$ cat src/nsfnv_pkg.sv
`default_nettype none
// ----------------------------------------------------------------------------
// nsfnv_pkg
// Shared types, character codes and helper functions for the name sanitizer.
// ----------------------------------------------------------------------------
package nsfnv_pkg;

  localparam logic [31:0] FNV_BASIS = 32'h811C_9DC5;

  localparam logic [7:0] CH_UNDERSCORE = 8'h5F;
  localparam logic [7:0] CH_SPACE      = 8'h20;
  localparam logic [7:0] CH_HYPHEN     = 8'h2D;
  localparam logic [7:0] CH_LOWER_A    = 8'h61;
  localparam logic [7:0] CH_LOWER_Z    = 8'h7A;
  localparam logic [7:0] CH_UPPER_A    = 8'h41;
  localparam logic [7:0] CH_UPPER_Z    = 8'h5A;
  localparam logic [7:0] CH_DIGIT_0    = 8'h30;
  localparam logic [7:0] CH_DIGIT_9    = 8'h39;
  localparam logic [7:0] CASE_OFFSET   = 8'h20;
  localparam logic [7:0] CH_NUL        = 8'h00;

  localparam logic [63:0] FALLBACK_NAME = "untitled";

  // Output sequence positions of one item's results
  localparam int unsigned POS_W = 5;
  localparam logic [POS_W-1:0] POS_CHAR     = 5'd0;
  localparam logic [POS_W-1:0] POS_UNT_0    = 5'd1;
  localparam logic [POS_W-1:0] POS_UNT_LAST = 5'd8;
  localparam logic [POS_W-1:0] POS_SEP      = 5'd9;
  localparam logic [POS_W-1:0] POS_HEX_0    = 5'd10;
  localparam logic [POS_W-1:0] POS_HEX_LAST = 5'd17;
  localparam logic [POS_W-1:0] POS_END      = 5'd18;

  // Work handed from the name state to the output sequencer
  typedef struct packed {
    logic        ch_v;      // one sanitized character to emit
    logic [7:0]  ch;
    logic        tail;      // closing item: end marker follows
    logic        untitled;  // emit the fallback name
    logic        suffix;    // emit '_' and the hash in hex
    logic [31:0] hash;
  } job_t;

  // FNV-1a step; the prime 0x01000193 is bits 24, 8, 7, 4, 1 and 0
  function automatic logic [31:0] fnv_step(input logic [31:0] h, input logic [7:0] b);
    logic [31:0] x;
    x = h ^ {24'h0, b};
    return x + (x << 1) + (x << 4) + (x << 7) + (x << 8) + (x << 24);
  endfunction

  function automatic logic [7:0] hex_digit(input logic [3:0] nib);
    logic [7:0] n;
    n = {4'h0, nib};
    return (nib < 4'd10) ? (CH_DIGIT_0 + n) : (CH_LOWER_A + n - 8'd10);
  endfunction

endpackage : nsfnv_pkg
`default_nettype wire

$ cat src/name_sanitizer_with_fnv_suffix.sv
`default_nettype none
// ----------------------------------------------------------------------------
// name_sanitizer_with_fnv_suffix
// Streams a name byte by byte and returns its sanitized form with an optional hash tail.
// ----------------------------------------------------------------------------
// Usage:
//   Slave side: s_tdata carries in_byte, s_tuser carries has_byte and s_tlast
//   marks the closing item of a name (name_end). Master side: m_tdata carries
//   out_char and char_valid, m_tlast marks the end marker of a name.
//   Each byte is folded into a 32-bit FNV-1a hash; letters are lower-cased,
//   digits pass, space/hyphen/underscore collapse to one '_', bytes 0x80 and
//   up are dropped but request a "_xxxxxxxx" hash suffix at the end.
// Path: an accepted item is held in the input register, then loaded into the
//   result register, where m_tvalid goes high; while the sequencer is busy
//   the item waits in the input register.
// Throughput: one item per cycle while each item yields at most one result
//   and m_tready is high; the input register then advances in the same cycle
//   the result is taken. A closing item yields 1 to 18 results (character
//   or fallback name, separator and eight hex digits, end marker), which the
//   single output port walks one result per beat.
// Reset: synchronous, clears the hash to the offset basis and all flags; no
//   clearing pass. Stall: when m_tready is low the result holds, one more
//   item is still taken into the input register, then s_tready drops.
// ----------------------------------------------------------------------------
module name_sanitizer_with_fnv_suffix (
  input  wire logic        clk,
  input  wire logic        rst,
  input  wire logic        s_tvalid,
  output logic             s_tready,
  input  wire logic [7:0]  s_tdata,   // [7:0] in_byte
  input  wire logic        s_tuser,   // has_byte
  input  wire logic        s_tlast,   // name_end
  output logic             m_tvalid,
  input  wire logic        m_tready,
  output logic [15:0]      m_tdata,   // [7:0] out_char, [8] char_valid, [15:9] zero
  output logic             m_tlast    // out_last
);
  import nsfnv_pkg::*;

  // input register
  logic       item_full;
  logic [7:0] item_byte;
  logic       item_has;
  logic       item_end;

  job_t job;
  logic job_any;
  logic seq_free;
  logic advance;
  logic load;

  // Advance an item whose results can enter the sequencer, or that has none
  assign job_any  = job.ch_v || job.tail;
  assign advance  = item_full && (!job_any || seq_free);
  assign load     = advance && job_any;
  assign s_tready = !item_full || advance;

  always_ff @(posedge clk) begin
    if (rst) begin
      item_full <= 1'b0;
    end else if (s_tvalid && s_tready) begin
      item_full <= 1'b1;
    end else if (advance) begin
      item_full <= 1'b0;
    end
  end

  // payload: capture on accept, hold otherwise
  always_ff @(posedge clk) begin
    if (s_tvalid && s_tready) begin
      item_byte <= s_tdata;
      item_has  <= s_tuser;
      item_end  <= s_tlast;
    end
  end

  nsfnv_name_state u_state (
    .clk      (clk),
    .rst      (rst),
    .advance  (advance),
    .in_byte  (item_byte),
    .has_byte (item_has),
    .name_end (item_end),
    .job      (job)
  );

  nsfnv_tail_seq u_seq (
    .clk      (clk),
    .rst      (rst),
    .load     (load),
    .job_in   (job),
    .free     (seq_free),
    .m_tvalid (m_tvalid),
    .m_tready (m_tready),
    .m_tdata  (m_tdata),
    .m_tlast  (m_tlast)
  );

`ifndef SYNTHESIS
  // An accepted item always lands in the input register
  a_capture: assert property (@(posedge clk) disable iff (rst)
    s_tvalid && s_tready |=> item_full)
    else $error("accepted item not held in input register");

  // Exactly one of character and end marker in every result
  a_kind: assert property (@(posedge clk) disable iff (rst)
    m_tvalid |-> (m_tdata[8] != m_tlast))
    else $error("result is neither a character nor an end marker");

  // A job is only loaded when the sequencer can take it
  a_load: assert property (@(posedge clk) disable iff (rst)
    load |-> seq_free && (!m_tvalid || m_tready))
    else $error("job loaded over a pending result");

  // A closing item that loads is followed by a result on the next cycle
  a_tail: assert property (@(posedge clk) disable iff (rst)
    load && job.tail |=> m_tvalid)
    else $error("closing item produced no result");
`endif

endmodule : name_sanitizer_with_fnv_suffix
`default_nettype wire

$ cat src/nsfnv_name_state.sv
`default_nettype none
// ----------------------------------------------------------------------------
// nsfnv_name_state
// Per-name state: running hash, flags, and classification of one byte.
// ----------------------------------------------------------------------------
module nsfnv_name_state (
  input  wire logic          clk,
  input  wire logic          rst,
  input  wire logic          advance,
  input  wire logic [7:0]    in_byte,
  input  wire logic          has_byte,
  input  wire logic          name_end,
  output nsfnv_pkg::job_t    job
);
  import nsfnv_pkg::*;

  logic [31:0] hash_value, hash_value_next;
  logic        saw_high_byte, saw_high_byte_next;
  logic        emitted_any, emitted_any_next;
  logic        prev_was_underscore, prev_was_underscore_next;

  logic       is_lower, is_upper, is_digit, is_sep;
  logic       emit;
  logic [7:0] ch;

  always_comb begin
    is_lower = (in_byte >= CH_LOWER_A) && (in_byte <= CH_LOWER_Z);
    is_upper = (in_byte >= CH_UPPER_A) && (in_byte <= CH_UPPER_Z);
    is_digit = (in_byte >= CH_DIGIT_0) && (in_byte <= CH_DIGIT_9);
    is_sep   = (in_byte == CH_SPACE) || (in_byte == CH_HYPHEN) ||
               (in_byte == CH_UNDERSCORE);

    emit = has_byte && (is_lower || is_upper || is_digit || (is_sep && !prev_was_underscore));
    if (is_upper) begin
      ch = in_byte + CASE_OFFSET;
    end else if (is_sep) begin
      ch = CH_UNDERSCORE;
    end else begin
      ch = in_byte;
    end

    hash_value_next          = has_byte ? fnv_step(hash_value, in_byte) : hash_value;
    saw_high_byte_next       = saw_high_byte || (has_byte && in_byte[7]);
    emitted_any_next         = emitted_any || emit;
    prev_was_underscore_next = emit ? is_sep : prev_was_underscore;

    job.ch_v     = emit;
    job.ch       = ch;
    job.tail     = name_end;
    job.untitled = !emitted_any_next;
    job.suffix   = saw_high_byte_next;
    job.hash     = hash_value_next;
  end

  always_ff @(posedge clk) begin
    if (rst) begin
      hash_value          <= FNV_BASIS;
      saw_high_byte       <= 1'b0;
      emitted_any         <= 1'b0;
      prev_was_underscore <= 1'b0;
    end else if (advance) begin
      if (name_end) begin
        // start a fresh name
        hash_value          <= FNV_BASIS;
        saw_high_byte       <= 1'b0;
        emitted_any         <= 1'b0;
        prev_was_underscore <= 1'b0;
      end else begin
        hash_value          <= hash_value_next;
        saw_high_byte       <= saw_high_byte_next;
        emitted_any         <= emitted_any_next;
        prev_was_underscore <= prev_was_underscore_next;
      end
    end
  end

endmodule : nsfnv_name_state
`default_nettype wire

$ cat src/nsfnv_tail_seq.sv
`default_nettype none
// ----------------------------------------------------------------------------
// nsfnv_tail_seq
// Result register and sequencer: walks the results of one job, one per beat.
// ----------------------------------------------------------------------------
module nsfnv_tail_seq (
  input  wire logic          clk,
  input  wire logic          rst,
  input  wire logic          load,
  input  wire nsfnv_pkg::job_t job_in,
  output logic               free,
  output logic               m_tvalid,
  input  wire logic          m_tready,
  output logic [15:0]        m_tdata,   // [7:0] out_char, [8] char_valid, [15:9] zero
  output logic               m_tlast    // out_last
);
  import nsfnv_pkg::*;

  job_t             job;
  logic             busy;
  logic [POS_W-1:0] pos, pos_next, first_pos, after_char;
  logic             is_last;
  logic [2:0]       sub;
  logic [7:0]       out_char;
  logic             char_valid;

  always_comb begin
    first_pos = job_in.ch_v ? POS_CHAR :
                job_in.untitled ? POS_UNT_0 :
                job_in.suffix ? POS_SEP : POS_END;
    after_char = job.untitled ? POS_UNT_0 : job.suffix ? POS_SEP : POS_END;
    if (pos == POS_CHAR) begin
      pos_next = after_char;
    end else if (pos == POS_UNT_LAST) begin
      pos_next = job.suffix ? POS_SEP : POS_END;
    end else begin
      pos_next = pos + 5'd1;
    end
    is_last = (pos == POS_END) || ((pos == POS_CHAR) && !job.tail);
    free    = !busy || (is_last && m_tready);
  end

  always_comb begin
    sub        = 3'd0;
    char_valid = 1'b1;
    if (pos == POS_CHAR) begin
      out_char = job.ch;
    end else if (pos <= POS_UNT_LAST) begin
      sub      = 3'(pos - POS_UNT_0);
      out_char = FALLBACK_NAME[(3'd7 - sub) * 8 +: 8];
    end else if (pos == POS_SEP) begin
      out_char = CH_UNDERSCORE;
    end else if (pos <= POS_HEX_LAST) begin
      // most significant nibble first
      sub      = 3'(POS_HEX_LAST - pos);
      out_char = hex_digit(job.hash[sub * 4 +: 4]);
    end else begin
      out_char   = CH_NUL;
      char_valid = 1'b0;
    end
    m_tvalid = busy;
    m_tdata  = {7'h0, char_valid, out_char};
    m_tlast  = (pos == POS_END);
  end

  always_ff @(posedge clk) begin
    if (rst) begin
      busy <= 1'b0;
      pos  <= POS_CHAR;
    end else if (load) begin
      busy <= 1'b1;
      pos  <= first_pos;
    end else if (busy && m_tready) begin
      if (is_last) begin
        busy <= 1'b0;
      end else begin
        pos <= pos_next;
      end
    end
  end

  always_ff @(posedge clk) begin
    if (load) begin
      job <= job_in;
    end
  end

endmodule : nsfnv_tail_seq
`default_nettype wire
$ cat config.mk
export PLATFORM = sky130hd
export DESIGN_NAME = name_sanitizer_with_fnv_suffix
export DESIGN_NICKNAME = d
export VERILOG_FILES = /design/src/nsfnv_pkg.sv /design/src/name_sanitizer_with_fnv_suffix.sv /design/src/nsfnv_name_state.sv /design/src/nsfnv_tail_seq.sv
export SDC_FILE = /design/constraint.sdc
export NUM_CORES = 1
export LEC_CHECK = 0
export BUFFER_PORTS_ARGS = -buffer_cell sky130_fd_sc_hd__buf_2
export CAP_MARGIN = 40
export CORE_MARGIN = 3
export CORE_UTILIZATION = 25
export CTS_CLUSTER_DIAMETER = 30
export DETAILED_ROUTE_END_ITERATION = 6
export SLEW_MARGIN = 30
export SYNTH_ARGS = -nofsm -noshare
export SYNTH_HDL_FRONTEND = slang
export SYNTH_SLANG_ARGS = --single-unit
$ cat constraint.sdc
create_clock -name clk -period 4.8 [get_ports clk]
set_clock_uncertainty 0.1 [all_clocks]
set_input_delay 0 -clock clk [delete_from_list [all_inputs] [get_ports clk]]
set_output_delay 0 -clock clk [all_outputs]
set_load 0.05 [all_outputs]
# After elaboration in Yosys (flattened, before gate mapping)
# Cells that the tools add are included.
[word_totals]
romBits = 0
n_memories = 0
latchBits = 0
out_inout_bits = 19
elab_cells = 117
reg_bits = 95
inputBits = 14
ram_bits = 0
[classes]
mux = 32
addsub = 13
bitwise_logic = 1
reduce_logical = 38
shift = 2
div_mod_pow = 0
mul = 0
order_cmp = 9
eq_ne = 7
[ops]
columns = ["op", "count"]
rows = [
  ["$add A32 B32 Y32", 5],
  ["$mux W32", 2],
  ["$shiftx A64 B33 Y8 const A", 1],
  ["$mux W8", 7],
  ["$mux W5", 10],
  ["$shiftx A32 B6 Y4", 1],
  ["$xor A32 B8 Y32", 1],
  ["$eq A8 B6 Y1 const B", 2],
  ["$ge A8 B7 Y1 const B", 2],
  ["$le A8 B7 Y1 const B", 2],
  ["$mux W1", 13],
  ["$logic_and A1 B1 Y1", 12],
  ["$logic_or A1 B1 Y1", 12],
  ["$eq A5 B4 Y1 const B", 2],
  ["$add A7 B4 Y8 const A", 1],
  ["$add A8 B6 Y8 const B", 1],
  ["$eq A8 B7 Y1 const B", 1],
  ["$ge A8 B6 Y1 const B", 1],
  ["$le A8 B6 Y1 const B", 1],
  ["$reduce_bool A2 Y1", 4],
  ["$sub A8 B4 Y8 const B", 1],
  ["$add A6 B4 Y7 const A", 1],
  ["$logic_not A1 Y1", 6],
  ["$reduce_and A2 Y1", 3],
  ["other kinds (10)", 10],
]

# Longest topological paths before layout
[depth]
depth_word = 13
ltp_mapped = 18
ltp_nobuf = 17

# Cells and area by module
# A second synthesis with hierarchy kept.
[hier_totals]
hier_cells = 931
hier_area_um2 = 9197.6
[by_module_without_submodules]
columns = ["module", "seq_area_each_um2", "cells_per_inst", "area_each_um2", "n_inst"]
rows = [
  ["nsfnv_name_state", 700.7, 706, 6252.2, 1],
  ["nsfnv_tail_seq", 1411.4, 205, 2571.2, 1],
  ["name_sanitizer_with_fnv_suffix", 320.3, 20, 374.1, 1],
]

# Worst setup path before layout
# OpenSTA, ideal clock, no wires.
[synth_path]
path_type = "reg2reg"
start = "reg item_byte[5]"
end = "reg u_seq.job[19] (netlist name), data pin"
stages_incl_launch_ff = 18
path_buffers = 1
path_slack_ps = -112
arrival_time_ps = 4552
period_less_slack_ps = 4912
cell_sequence = "edfxtp_1 > buf_2 > xor2_1 > xnor2_1 > ha_1 > inv_1 > fa_1 > fa_1 > inv_1 > ha_1 > o21a_1 > o211a_1 > o21ai_0 > nand3_1 > and4_1 > or2_2 > a311o_1 > mux2_2"
[synth_rtl]
columns = ["item", "line_no", "source"]
rows = [
  ["start: declaration", "name_sanitizer_with_fnv_suffix.sv:42", "logic [7:0] item_byte;"],
  ["start signal: assignment", "name_sanitizer_with_fnv_suffix.sv:71", "item_byte <= s_tdata;"],
  ["end signal: assignment", "nsfnv_tail_seq.sv:84", "job <= job_in;"],
  ["end: declaration", "nsfnv_tail_seq.sv:19", "job_t job;"],
]

==> reports/qor.yml <==
status: "completed"
cp-start-kind: "register"
synth_ff_type: "edfxtp_1"
dp_hpwl_um: 18600
maxCapViolations: 0
start_util: 0.256
drt_pass1_iterations: 5
setup_ws_ns: 0.176
portBuffers: 25
multi_input_comb_area_mm2: 0.00593
grt_antenna_before_repair: 0
critical_path_class: "reg2reg"
fmax_mhz: 216
track_usage: 0.123
cts_sinks: 95
pre_cts_slack_ns: 0.00201
regArea_mm2: 0.00244
synth_edf_count: 53
cts_tree: "done"
detail-route-antenna-nets: 0
grt_overflow: 0
reg2reg_depth: 16
yosysTopAreaCell: "edfxtp_1"
post-route-period-util: 0.963
route.vias.total: 6864
die_x_um: 195
coreArea_mm2: 0.0349
fillCellCount: 3620
hold_violations: 0
synthTopCellsByArea: "edfxtp_1 (18%), fa_1 (15%), ha_1 (11%)"
synthArstFlopShare: 0
synthDistinctLibCells: 77
die_height_um: 195
io_pins: 33
drt_iter0_drc: 492
drc: 0
hp-class: "in2reg"
holdPathStages: 2
avgSynthCellArea_um2: 9.52
ys_warn_count: 0
routed_wl_um: 23400
viasPerCell: 4.68
antenna_cells: 0
worst_setup_path_end_kind: "register"
cp_max_fo: 5
num-nets-final: 1163
syn_inst: 938
synth_top_area_frac: 0.178
grt_max_degree: 42
cts_made_buffers: 9
worstPathArrival_ns: 4.61
setup_tns_ns: 0
period_needed_ns: 4.62
hold_slack_ns: 0.0947
synthesis.area_mm2: 0.00893
syn_to_final_growth_pct: 17.3
ys_seq_area_frac: 0.272
clockBufferDepth: 2
tightest_slew_ns: 0.737
maxSlewHeadroom: 0.508
wl_per_cell_um: 16.0
htree_levels: 3
std_cell_rows: 68
gp_congestion: 0.876
insertion_delay_ns: 0.34
setup_viol: 0
grt_pass1_vias: 6818
clk_pin_slew_ns: 0.08
grt_pass1_wl_um: 38000
ys_seq_elements: 95
maxSlewViolCount: 0
required_ns: 4.79
layout-drive-gt1-share: 0.174
dieArea_mm2: 0.0380
clockRootBuffer: "clkbuf_16"
## cells in the final DEF (no fill, tap or decap), types with 10 or more instances in the layout
| cell type | count |
|---|---|
| or2_2 | 12 |
| a21o_1 | 18 |
| mux2i_1 | 11 |
| xnor2_1 | 39 |
| dfxtp_1 | 38 |
| dlygate4sd3_1 | 11 |
| buf_4 | 51 |
| mux2_2 | 16 |
| nand2_1 | 51 |
| buf_2 | 25 |
| edfxtp_1 | 53 |
| a21oi_1 | 66 |
| fa_1 | 68 |
| inv_1 | 147 |
| clkbuf_16 | 10 |
| ha_1 | 72 |
| nor3_1 | 17 |
| o21ai_0 | 33 |
| o211ai_1 | 10 |
| nor2_1 | 48 |
| nand3_1 | 18 |
## final cells by class
class / count / share of cell area
flip-flops and latches: 95 / 0.233
multi-input cells: 657 / 0.566
inverters: 153 / 0.0548
clock inverters: 6 / 0.00561
well taps: 455 / 0.0543
clock buffers: 10 / 0.0239
repair buffers: 90 / 0.0622
## synthesized netlist by cell type (3+ instances only)
| master | number |
|---|---|
| a211o_1 | 3 |
| a21o_1 | 19 |
| a21oi_1 | 69 |
| a22o_1 | 7 |
| a22oi_1 | 3 |
| a2bb2oi_1 | 4 |
| a31oi_1 | 6 |
| a32o_1 | 3 |
| and2_1 | 3 |
| and3_1 | 5 |
| buf_2 | 9 |
| buf_4 | 8 |
| buf_6 | 3 |
| clkbuf_1 | 18 |
| dfxtp_1 | 42 |
| edfxtp_1 | 53 |
| fa_1 | 68 |
| ha_1 | 75 |
| inv_1 | 150 |
| mux2_2 | 16 |
| mux2i_1 | 11 |
| mux4_2 | 8 |
| nand2_1 | 52 |
| nand3_1 | 19 |
| nand3b_1 | 7 |
| nand4_1 | 6 |
| nor2_1 | 48 |
| nor2b_1 | 4 |
| nor3_1 | 19 |
| nor3b_1 | 7 |
| nor4_1 | 3 |
| o2111ai_1 | 3 |
| o211ai_1 | 10 |
| o21a_1 | 9 |
| o21ai_0 | 35 |
| o21bai_1 | 9 |
| o22a_1 | 4 |
| o22ai_1 | 3 |
| o31ai_1 | 3 |
| or2_2 | 12 |
| or3_1 | 3 |
| xnor2_1 | 47 |
| xor2_1 | 6 |
## layer usage
layer | vias up | GRT usage | part of all wire
li1 | 3360 | - | -
met1 | 3369 | 0.179 | 0.49
met2 | 117 | 0.201 | 0.47
met3 | 18 | 0.0126 | 0.029
met4 | 0 | 0.0230 | 0.011
met5 | - | 0 | 0
## worst max-delay path, cell delays in order, from the launching register on
cell      delay, ns
edfxtp_1       0.45
xor2_2         0.31
xnor2_1        0.12
ha_1           0.30
inv_1          0.06
fa_1           0.48
fa_1           0.55
inv_1          0.07
ha_4           0.25
o21a_1         0.12
o211ai_1       0.20
a211o_1        0.17
nand3_2        0.11
and4_1         0.22
or2_2          0.30
a311o_1        0.29
mux2_2         0.26
## per-stage QoR
step                utilization  instances  area [um2]
floorplan                     -        944        8970
global placement          0.280       1428        9780
detailed placement        0.280       1428        9780
CTS                       0.292       1455       10200
global route              0.300       1466       10500
finish                    0.300       1466       10500
## final timing paths
kind,from,endpoint,slack [ns]
max,item_byte[5],u_seq.job[19],0.18
min,rst,item_full,0.09
max reg2reg,item_byte[5],u_seq.job[19],0.18
min reg2reg,u_state.prev_was_underscore,u_state.prev_was_underscore,0.39
## sequential cells by signal (all words and copies together), names as in the netlist
name                         cells
item_byte                        8
item_end                         1
item_full                        1
item_has                         1
u_seq.job                       43
u_seq.m_tvalid                   1
u_seq.pos                        5
u_state.emitted_any              1
u_state.hash_value              32
u_state.prev_was_underscore      1
u_state.saw_high_byte            1
## repair_timing
item                       4_1_cts  5_1_grt
pin swaps                        0       26
resized for setup                1       34
setup endpoints to repair        1       17
gates cloned                     0        0
hold buffers                    11        0
setup buffers                    0        9
hold endpoints to repair        11        0
## logic make-up after synthesis
family / after synthesis / synth area share
AOI/OAI and AO/OA: 219 / 0.164
xor gates and xnor gates: 54 / 0.0538
adders and majority gates: 143 / 0.258
buffers and inverters: 192 / 0.0879
DFF: 95 / 0.272
muxes: 35 / 0.0527
other: 1 / 0.000420
and+or+nand+nor: 199 / 0.111
Power is left out: the tool's default activity adds up to more than one toggle a clock period on the data nets, which glitch-free logic cannot reach.
